[config.mk]
export PLATFORM = sky130hd
export DESIGN_NAME = uat_message_start_opportunity_flat
export DESIGN_NICKNAME = d
export VERILOG_FILES = /design/src/rtl/uat_mso_pkg.sv /design/src/rtl/uat_mso_in_if.sv /design/src/rtl/uat_mso_out_if.sv /design/src/rtl/uat_mso_core.sv /design/src/rtl/uat_message_start_opportunity.sv /design/src/flat_wrapper.sv
export SDC_FILE = /design/constraint.sdc
export NUM_CORES = 1
export LEC_CHECK = 0
export BUFFER_PORTS_ARGS = -buffer_cell sky130_fd_sc_hd__buf_2
export CELL_PAD_IN_SITES_DETAIL_PLACEMENT = 2
export CELL_PAD_IN_SITES_GLOBAL_PLACEMENT = 2
export CORE_MARGIN = 1.5
export CORE_UTILIZATION = 41
export DETAILED_ROUTE_END_ITERATION = 6
export PLACE_DENSITY_LB_ADDON = 0.1
export SLEW_MARGIN = 20
export SYNTH_ARGS = -nofsm -noshare
export SYNTH_HDL_FRONTEND = slang
export SYNTH_SLANG_ARGS = --single-unit
[constraint.sdc]
create_clock -name clk -period 15.36 [get_ports clk]
set_input_delay 3.072 -clock clk [delete_from_list [all_inputs] [get_ports clk]]
set_output_delay 3.072 -clock clk [all_outputs]
set_load 0.02 [all_outputs]
[src/rtl/uat_mso_pkg.sv]
package uat_mso_pkg;

    localparam int unsigned FrameWidth = 16;
    localparam int unsigned PosWidth   = 12;
    localparam int unsigned SlotWidth  = 12;
    localparam int unsigned RandWidth  = 12;
    // 4001*R + N, with 4001*R reduced to 800*(R mod 4) + R, stays below 4*3200
    localparam int unsigned SumWidth   = 14;

    localparam logic [RandWidth-1:0] Modulus    = 12'd3200;
    localparam logic [RandWidth-1:0] Window     = 12'd800;
    localparam logic [SlotWidth-1:0] SlotOffset = 12'd752;

    localparam logic [SumWidth-1:0] Modulus1 = 14'd3200;
    localparam logic [SumWidth-1:0] Modulus2 = 14'd6400;
    localparam logic [SumWidth-1:0] Modulus3 = 14'd9600;

    typedef struct packed {
        logic [FrameWidth-1:0] frame_index;
        logic [PosWidth-1:0]   lat_bits;
        logic [PosWidth-1:0]   lon_bits;
        logic                  restricted_mode;
    } frame_t;

    typedef struct packed {
        logic [SlotWidth-1:0] start_slot;
        logic [RandWidth-1:0] random_value;
    } result_t;

    // Start of the 800-slot window that holds v (v below 3200).
    function automatic logic [RandWidth-1:0] window_floor(input logic [RandWidth-1:0] v);
        logic [RandWidth-1:0] f;
        if (v >= 12'd2400)
        begin
            f = 12'd2400;
        end
        else if (v >= 12'd1600)
        begin
            f = 12'd1600;
        end
        else if (v >= Window)
        begin
            f = Window;
        end
        else
        begin
            f = '0;
        end
        return f;
    endfunction

    // 800 * (r mod 4), which is 4000*r mod 3200 for the recurrence.
    function automatic logic [SumWidth-1:0] quarter_term(input logic [1:0] r_low);
        logic [SumWidth-1:0] q;
        case (r_low)
            2'd0: q = 14'd0;
            2'd1: q = 14'd800;
            2'd2: q = 14'd1600;
            default: q = 14'd2400;
        endcase
        return q;
    endfunction

endpackage

[src/rtl/uat_mso_in_if.sv]
interface uat_mso_in_if;
    logic                                valid;
    logic                                ready;
    logic [uat_mso_pkg::FrameWidth-1:0]  frame_index;
    logic [uat_mso_pkg::PosWidth-1:0]    lat_bits;
    logic [uat_mso_pkg::PosWidth-1:0]    lon_bits;
    logic                                restricted_mode;

    modport source (output valid, frame_index, lat_bits, lon_bits, restricted_mode,
                    input ready);
    modport sink (input valid, frame_index, lat_bits, lon_bits, restricted_mode,
                  output ready);
endinterface

[src/rtl/uat_mso_out_if.sv]
interface uat_mso_out_if;
    logic                               valid;
    logic                               ready;
    logic [uat_mso_pkg::SlotWidth-1:0]  start_slot;
    logic [uat_mso_pkg::RandWidth-1:0]  random_value;

    modport source (output valid, start_slot, random_value, input ready);
    modport sink (input valid, start_slot, random_value, output ready);
endinterface

[src/rtl/uat_mso_core.sv]
module uat_mso_core (
    input  uat_mso_pkg::frame_t                 frame,
    input  logic [uat_mso_pkg::RandWidth-1:0]   prev_random,
    input  logic [uat_mso_pkg::RandWidth-1:0]   restricted_base,
    output uat_mso_pkg::result_t                result
);

    logic [uat_mso_pkg::RandWidth-1:0] seed;
    logic [uat_mso_pkg::PosWidth-1:0]  n_bits;
    logic [uat_mso_pkg::SumWidth-1:0]  sum;
    logic [uat_mso_pkg::SumWidth-1:0]  reduced;
    logic [uat_mso_pkg::RandWidth-1:0] next_random;
    logic [uat_mso_pkg::RandWidth-1:0] r_floor;

    always_comb
    begin
        seed = (frame.lat_bits >= uat_mso_pkg::Modulus)
             ? frame.lat_bits - uat_mso_pkg::Modulus : frame.lat_bits;
        n_bits = frame.frame_index[0] ? frame.lon_bits : frame.lat_bits;

        sum = uat_mso_pkg::quarter_term(prev_random[1:0])
            + uat_mso_pkg::SumWidth'(prev_random)
            + uat_mso_pkg::SumWidth'(n_bits);

        // sum is below 4*3200: pick the multiple to drop in parallel
        if (sum >= uat_mso_pkg::Modulus3)
        begin
            reduced = sum - uat_mso_pkg::Modulus3;
        end
        else if (sum >= uat_mso_pkg::Modulus2)
        begin
            reduced = sum - uat_mso_pkg::Modulus2;
        end
        else if (sum >= uat_mso_pkg::Modulus1)
        begin
            reduced = sum - uat_mso_pkg::Modulus1;
        end
        else
        begin
            reduced = sum;
        end

        next_random = (frame.frame_index == '0) ? seed : reduced[uat_mso_pkg::RandWidth-1:0];
        r_floor     = uat_mso_pkg::window_floor(next_random);

        result.random_value = next_random;
        if (frame.restricted_mode)
        begin
            result.start_slot = uat_mso_pkg::SlotOffset
                              + uat_mso_pkg::window_floor(restricted_base)
                              + (next_random - r_floor);
        end
        else
        begin
            result.start_slot = uat_mso_pkg::SlotOffset + next_random;
        end
    end

endmodule

[src/rtl/uat_message_start_opportunity.sv]
// UAT message start opportunity selector. Each input word is one frame; each
// output word carries the start slot (752..3951) and the random value R for
// that frame, in frame order. One frame is accepted every cycle while the
// output is not stalled; a frame passes through an input register and a
// result register, which presents its result word on the output. The
// recurrence on R and the saved restricted base are updated as a frame moves
// from the input register to the result register, which keeps the frames in
// strict order. Frame zero reseeds R from the latitude bits.
module uat_message_start_opportunity (
    input  logic           clk,
    input  logic           rst_n,
    uat_mso_in_if.sink     frames,
    uat_mso_out_if.source  slots
);

    logic                              s1_valid_reg;
    uat_mso_pkg::frame_t               s1_frame_reg;
    logic                              out_valid_reg;
    uat_mso_pkg::result_t              out_result_reg;
    logic [uat_mso_pkg::RandWidth-1:0] prev_random_reg;
    logic [uat_mso_pkg::RandWidth-1:0] base_reg;

    uat_mso_pkg::frame_t               in_frame;
    uat_mso_pkg::result_t              result;
    logic                              out_free;
    logic                              advance;
    logic                              accept;

    assign in_frame.frame_index     = frames.frame_index;
    assign in_frame.lat_bits        = frames.lat_bits;
    assign in_frame.lon_bits        = frames.lon_bits;
    assign in_frame.restricted_mode = frames.restricted_mode;

    assign out_free     = !out_valid_reg || slots.ready;
    assign advance      = s1_valid_reg && out_free;
    assign frames.ready = !s1_valid_reg || out_free;
    assign accept       = frames.valid && frames.ready;

    uat_mso_core u_core (
        .frame           (s1_frame_reg),
        .prev_random     (prev_random_reg),
        .restricted_base (base_reg),
        .result          (result)
    );

    always_ff @(posedge clk or negedge rst_n)
    begin
        if (!rst_n)
        begin
            s1_valid_reg    <= 1'b0;
            out_valid_reg   <= 1'b0;
            prev_random_reg <= '0;
            base_reg        <= '0;
        end
        else
        begin
            if (frames.ready)
            begin
                s1_valid_reg <= frames.valid;
            end
            if (out_free)
            begin
                out_valid_reg <= s1_valid_reg;
            end
            if (advance)
            begin
                prev_random_reg <= result.random_value;
                // only full-mode frames move the window base
                if (!s1_frame_reg.restricted_mode)
                begin
                    base_reg <= result.random_value;
                end
            end
        end
    end

    always_ff @(posedge clk)
    begin
        if (accept)
        begin
            s1_frame_reg <= in_frame;
        end
        if (advance)
        begin
            out_result_reg <= result;
        end
    end

    assign slots.valid        = out_valid_reg;
    assign slots.start_slot   = out_result_reg.start_slot;
    assign slots.random_value = out_result_reg.random_value;

    a_state_in_range: assert property (@(posedge clk) disable iff (!rst_n)
        prev_random_reg < uat_mso_pkg::Modulus && base_reg < uat_mso_pkg::Modulus)
        else $error("random state out of range");

    a_slot_in_range: assert property (@(posedge clk) disable iff (!rst_n)
        advance |=> slots.start_slot >= uat_mso_pkg::SlotOffset
                    && slots.start_slot <= 12'd3951)
        else $error("start slot out of range");

    a_state_tracks_output: assert property (@(posedge clk) disable iff (!rst_n)
        advance |=> slots.valid && slots.random_value == prev_random_reg)
        else $error("stored random value differs from delivered word");

    a_base_holds_on_restricted: assert property (@(posedge clk) disable iff (!rst_n)
        advance && s1_frame_reg.restricted_mode |=> $stable(base_reg))
        else $error("restricted frame changed the window base");

endmodule
[src/flat_wrapper.sv]
// flat-port wrapper written by rule: the top's interface ports become plain ports
module uat_message_start_opportunity_flat 
  (clk, rst_n, frames_valid, frames_frame_index, frames_lat_bits, frames_lon_bits, frames_restricted_mode, frames_ready, slots_valid, slots_start_slot, slots_random_value, slots_ready);
  uat_mso_in_if frames_i ();
  uat_mso_out_if slots_i ();
  input  logic clk;
  input  logic rst_n;
  input wire logic [$bits(frames_i.valid)-1:0] frames_valid;
  input wire logic [$bits(frames_i.frame_index)-1:0] frames_frame_index;
  input wire logic [$bits(frames_i.lat_bits)-1:0] frames_lat_bits;
  input wire logic [$bits(frames_i.lon_bits)-1:0] frames_lon_bits;
  input wire logic [$bits(frames_i.restricted_mode)-1:0] frames_restricted_mode;
  output wire logic [$bits(frames_i.ready)-1:0] frames_ready;
  output wire logic [$bits(slots_i.valid)-1:0] slots_valid;
  output wire logic [$bits(slots_i.start_slot)-1:0] slots_start_slot;
  output wire logic [$bits(slots_i.random_value)-1:0] slots_random_value;
  input wire logic [$bits(slots_i.ready)-1:0] slots_ready;
  assign frames_i.valid = frames_valid;
  assign frames_i.frame_index = frames_frame_index;
  assign frames_i.lat_bits = frames_lat_bits;
  assign frames_i.lon_bits = frames_lon_bits;
  assign frames_i.restricted_mode = frames_restricted_mode;
  assign frames_ready = frames_i.ready;
  assign slots_valid = slots_i.valid;
  assign slots_start_slot = slots_i.start_slot;
  assign slots_random_value = slots_i.random_value;
  assign slots_i.ready = slots_ready;
  uat_message_start_opportunity u_core (.clk(clk), .rst_n(rst_n), .frames(frames_i), .slots(slots_i));
endmodule
==> impl_metrics.yaml <==
setup_path:
  cp_slowest_stage_delay_ps: 810
  end_kind: "register"
  critical_path.max_fanout: 14
  critPathRequiredTime_ps: 15440
  critical_path.startpoint_type: "register"
  crit_arrival_ps: 9210
  critPathSlowestCell: "sky130_fd_sc_hd__edfxtp_1"
  timing_worst_setup_path_type: "register to register"
  path_common_cell: "sky130_fd_sc_hd__ha_1"
clock_network:
  clk_pin_slew_ps: 70
  root_buffer: "sky130_fd_sc_hd__clkbuf_16"
  cts_tree: "built"
  cts-buffers-inserted: 9
  htree_levels: 3
  hold_buffers: 0
  setup_repair_bufs_after_cts: 0
  cts_resized: 0
  max-clock-path-buffers: 2
  worstSkewPairLatency_ps: 350
  clkSinkCount: 84
sta:
  final_max_slew_viol_count: 0
  post-route-period-util: 0.594
  hold_violations: 0
  worst_slew_pin_slew_ps: 979
  maxSlewHeadroom: 0.347
  post-route-min-period_ps: 9130
  finalWorstSetupSlack_ps: 6230
  max_freq_mhz: 110
  final.setup.tns_ps: 0
  grt_setup_unrepaired: "false"
  setup-violations-final: 0
  finClkSkew_ps: 12.0
logic_synthesis:
  post_synth_instance_area_um2: 5660
  async_reset_ff_frac: 0.250
  yosys_reg_bits: 84
  netlist_top_cells_area: "sky130_fd_sc_hd__edfxtp_1 (33%), sky130_fd_sc_hd__ha_1 (11%), sky130_fd_sc_hd__dfrtp_1 (9.3%), sky130_fd_sc_hd__nand2_1 (2.8%), sky130_fd_sc_hd__fa_1 (2.8%)"
  synth-edff-count: 63
  fraction_of_post_synthesis_cell_area_in_the_top_cell_type_by_area: 0.334
  dominantRegCellSynth: "sky130_fd_sc_hd__edfxtp_1"
  ys_seq_area_frac: 0.427
  synth.largest_area_cell: "sky130_fd_sc_hd__edfxtp_1"
  yosysUniqueCellTypes: 76
  syn-instance-count: 534
  yosysWarnings: 0
  synth.avg_cell_area_um2: 10.6
  postSynthNetCount: 638
layout:
  ratio_of_cells_with_drive_above_1_in_the_final_layout: 0.194
  n_fill_cell: 1407
  syn2layout_area_growth_pct: 14.2
  max_ffs_per_register: 41
  n_diodes: 0
  finish.net_count: 702
floorplanning:
  initial_core_util: 0.424
  die_extent_in_x_um: 121
  floorplan.rows: 42
  floorplan_die_area_um2: 14500
  die_y_um: 121
  coreArea_um2: 13300
  top_level_ports: 71
drt:
  drcViolationCount: 0
  post_dr_vias_cell: 5.85
  wl_per_cell_um: 22.9
  drt_initial_violations: 260
  postRouteWirelength_um: 17800
  postRouteAntennaNets: 0
  drt_pre_antenna_iters: 4
  num_vias: 4555
placement:
  dp_hpwl_um: 13600
  post-place-ws_ps: 6090
  place.gp.congestion: 0.871
  port_buffers: 70
global_route:
  global_route_wire_length_before_repair_um: 28200
  initial_antenna_violation_count: 0
  overflow: 0
  grt_max_degree: 42
  grt_pass1_vias: 5114
  global_route_usage_sum: 0.260
outcome:
  status: "finished clean"
worst_hold_path:
  timing.hold.worst.class: "register to register"
flow_run:
  drv_cap: 0
-- cell families after synthesis --
kind of cell	count (synthesis)	share of synthesized area
compound gates	141	0.185
xor+xnor	21	0.0338
fa+ha+maj	59	0.141
buf+inv	63	0.0468
flops	84	0.427
mux	19	0.0360
simple gates	147	0.131
-- Yosys cell counts, types with 3 or more instances --
cell type and n:
sky130_fd_sc_hd__o221ai_1 4, sky130_fd_sc_hd__and3_1 10, sky130_fd_sc_hd__mux2i_1 8, sky130_fd_sc_hd__nor2b_1 4, sky130_fd_sc_hd__nand4_1 4, sky130_fd_sc_hd__a21oi_1 28
sky130_fd_sc_hd__buf_4 3, sky130_fd_sc_hd__o31ai_1 4, sky130_fd_sc_hd__o211ai_1 7, sky130_fd_sc_hd__o21ai_0 26, sky130_fd_sc_hd__edfxtp_1 63, sky130_fd_sc_hd__nand3_1 10
sky130_fd_sc_hd__nand2b_1 6, sky130_fd_sc_hd__nor4_1 6, sky130_fd_sc_hd__clkbuf_1 11, sky130_fd_sc_hd__and2_1 3, sky130_fd_sc_hd__o31a_1 4, sky130_fd_sc_hd__o21ai_1 5
sky130_fd_sc_hd__ha_1 51, sky130_fd_sc_hd__fa_1 8, sky130_fd_sc_hd__or3_1 6, sky130_fd_sc_hd__inv_2 4, sky130_fd_sc_hd__o21a_1 5, sky130_fd_sc_hd__dfrtp_1 21
sky130_fd_sc_hd__xnor2_1 12, sky130_fd_sc_hd__o211a_1 6, sky130_fd_sc_hd__nand2_1 43, sky130_fd_sc_hd__a21o_1 8, sky130_fd_sc_hd__inv_1 40, sky130_fd_sc_hd__a211oi_1 7
sky130_fd_sc_hd__nor3_1 7, sky130_fd_sc_hd__o21bai_1 6, sky130_fd_sc_hd__nor2_1 33, sky130_fd_sc_hd__xor2_1 8, sky130_fd_sc_hd__mux2_2 11, sky130_fd_sc_hd__and4_1 5
-- routing by layer --
| layer | wire [um] | vias up | track usage |
|---|---|---|---|
| li1 | - | 2099 | - |
| met1 | 7740 | 2300 | 0.331 |
| met3 | 807 | 20 | 0.0443 |
| met5 | 0 | - | 0 |
| met2 | 8930 | 136 | 0.452 |
| met4 | 339 | 0 | 0.0794 |
-- cell usage in the layout, fill, tap and decap left out, types with 5 or more instances in the layout --
master	count
sky130_fd_sc_hd__and4_1	5
sky130_fd_sc_hd__xnor2_1	12
sky130_fd_sc_hd__edfxtp_1	63
sky130_fd_sc_hd__a21o_1	8
sky130_fd_sc_hd__nor2_1	33
sky130_fd_sc_hd__inv_1	40
sky130_fd_sc_hd__buf_2	70
sky130_fd_sc_hd__o21a_1	5
sky130_fd_sc_hd__a21oi_1	28
sky130_fd_sc_hd__a211oi_1	7
sky130_fd_sc_hd__mux2i_1	8
sky130_fd_sc_hd__nand2_1	43
sky130_fd_sc_hd__and3_1	10
sky130_fd_sc_hd__nor4_1	6
sky130_fd_sc_hd__mux2_2	11
sky130_fd_sc_hd__clkbuf_16	9
sky130_fd_sc_hd__o211a_1	6
sky130_fd_sc_hd__fa_1	8
sky130_fd_sc_hd__nand2b_1	6
sky130_fd_sc_hd__o21bai_1	6
sky130_fd_sc_hd__ha_1	51
sky130_fd_sc_hd__or3_1	6
sky130_fd_sc_hd__xor2_1	8
sky130_fd_sc_hd__nand3_1	10
sky130_fd_sc_hd__o211ai_1	7
sky130_fd_sc_hd__o21ai_0	26
sky130_fd_sc_hd__o21ai_1	5
sky130_fd_sc_hd__dfrtp_1	21
sky130_fd_sc_hd__nor3_1	7
-- per-stage QoR --
| stage | hold WS (ps) | instances | area (um^2) | util |
|---|---|---|---|---|
| after global routing | 544 | 779 | 6470 | 0.485 |
| after floorplan | 450 | 534 | 5660 | - |
| after global placement | 468 | 763 | 6150 | 0.461 |
| after detailed placement | 481 | 763 | 6150 | 0.461 |
| after CTS | 499 | 779 | 6460 | 0.484 |
| final | 500 | 779 | 6470 | 0.485 |
-- worst paths after layout --
| path | from | end | slack (ps) | cells past startpoint |
|---|---|---|---|---|
| worst min-delay path | u_core.prev_random_reg[6] | u_core.prev_random_reg[6] | 500 | 2 |
| worst min register to register | u_core.prev_random_reg[6] | u_core.prev_random_reg[6] | 500 | 2 |
| worst max register to register | u_core.s1_frame_reg[25] | u_core.slots.start_slot[11] | 6230 | 29 |
| max in group asynchronous | rst_n | u_core.prev_random_reg[7] | 12320 | 1 |
| worst max-delay path | u_core.s1_frame_reg[25] | u_core.slots.start_slot[11] | 6230 | 29 |
| min in group asynchronous | rst_n | u_core.base_reg[9] | 2680 | 1 |
-- final cells by class --
cell class              instances  area (um^2)  share of cell area
multi-input cells             387         2990               0.462
flip-flops and latches         84         2420               0.374
repair buffers                 71          358              0.0553
clock buffers                   9          225              0.0348
well taps                     176          220              0.0340
inverters                      45          169              0.0261
clock inverters                 7         92.6              0.0143
-- critical path, delay by kind of cell, from the launching register on --
family / cells / cell delay (ps)
AO/OA/AOI/OAI: 12 / 3420
XOR/XNOR: 2 / 330
adder cells (fa/ha/maj): 7 / 2290
buffers and inverters: 4 / 580
flip-flops: 1 / 810
multiplexers: 1 / 410
AND/OR/NAND/NOR: 3 / 1020
Power is not shown: default switching activity piles up to over one toggle a cycle in this logic, so the estimate is an artifact.
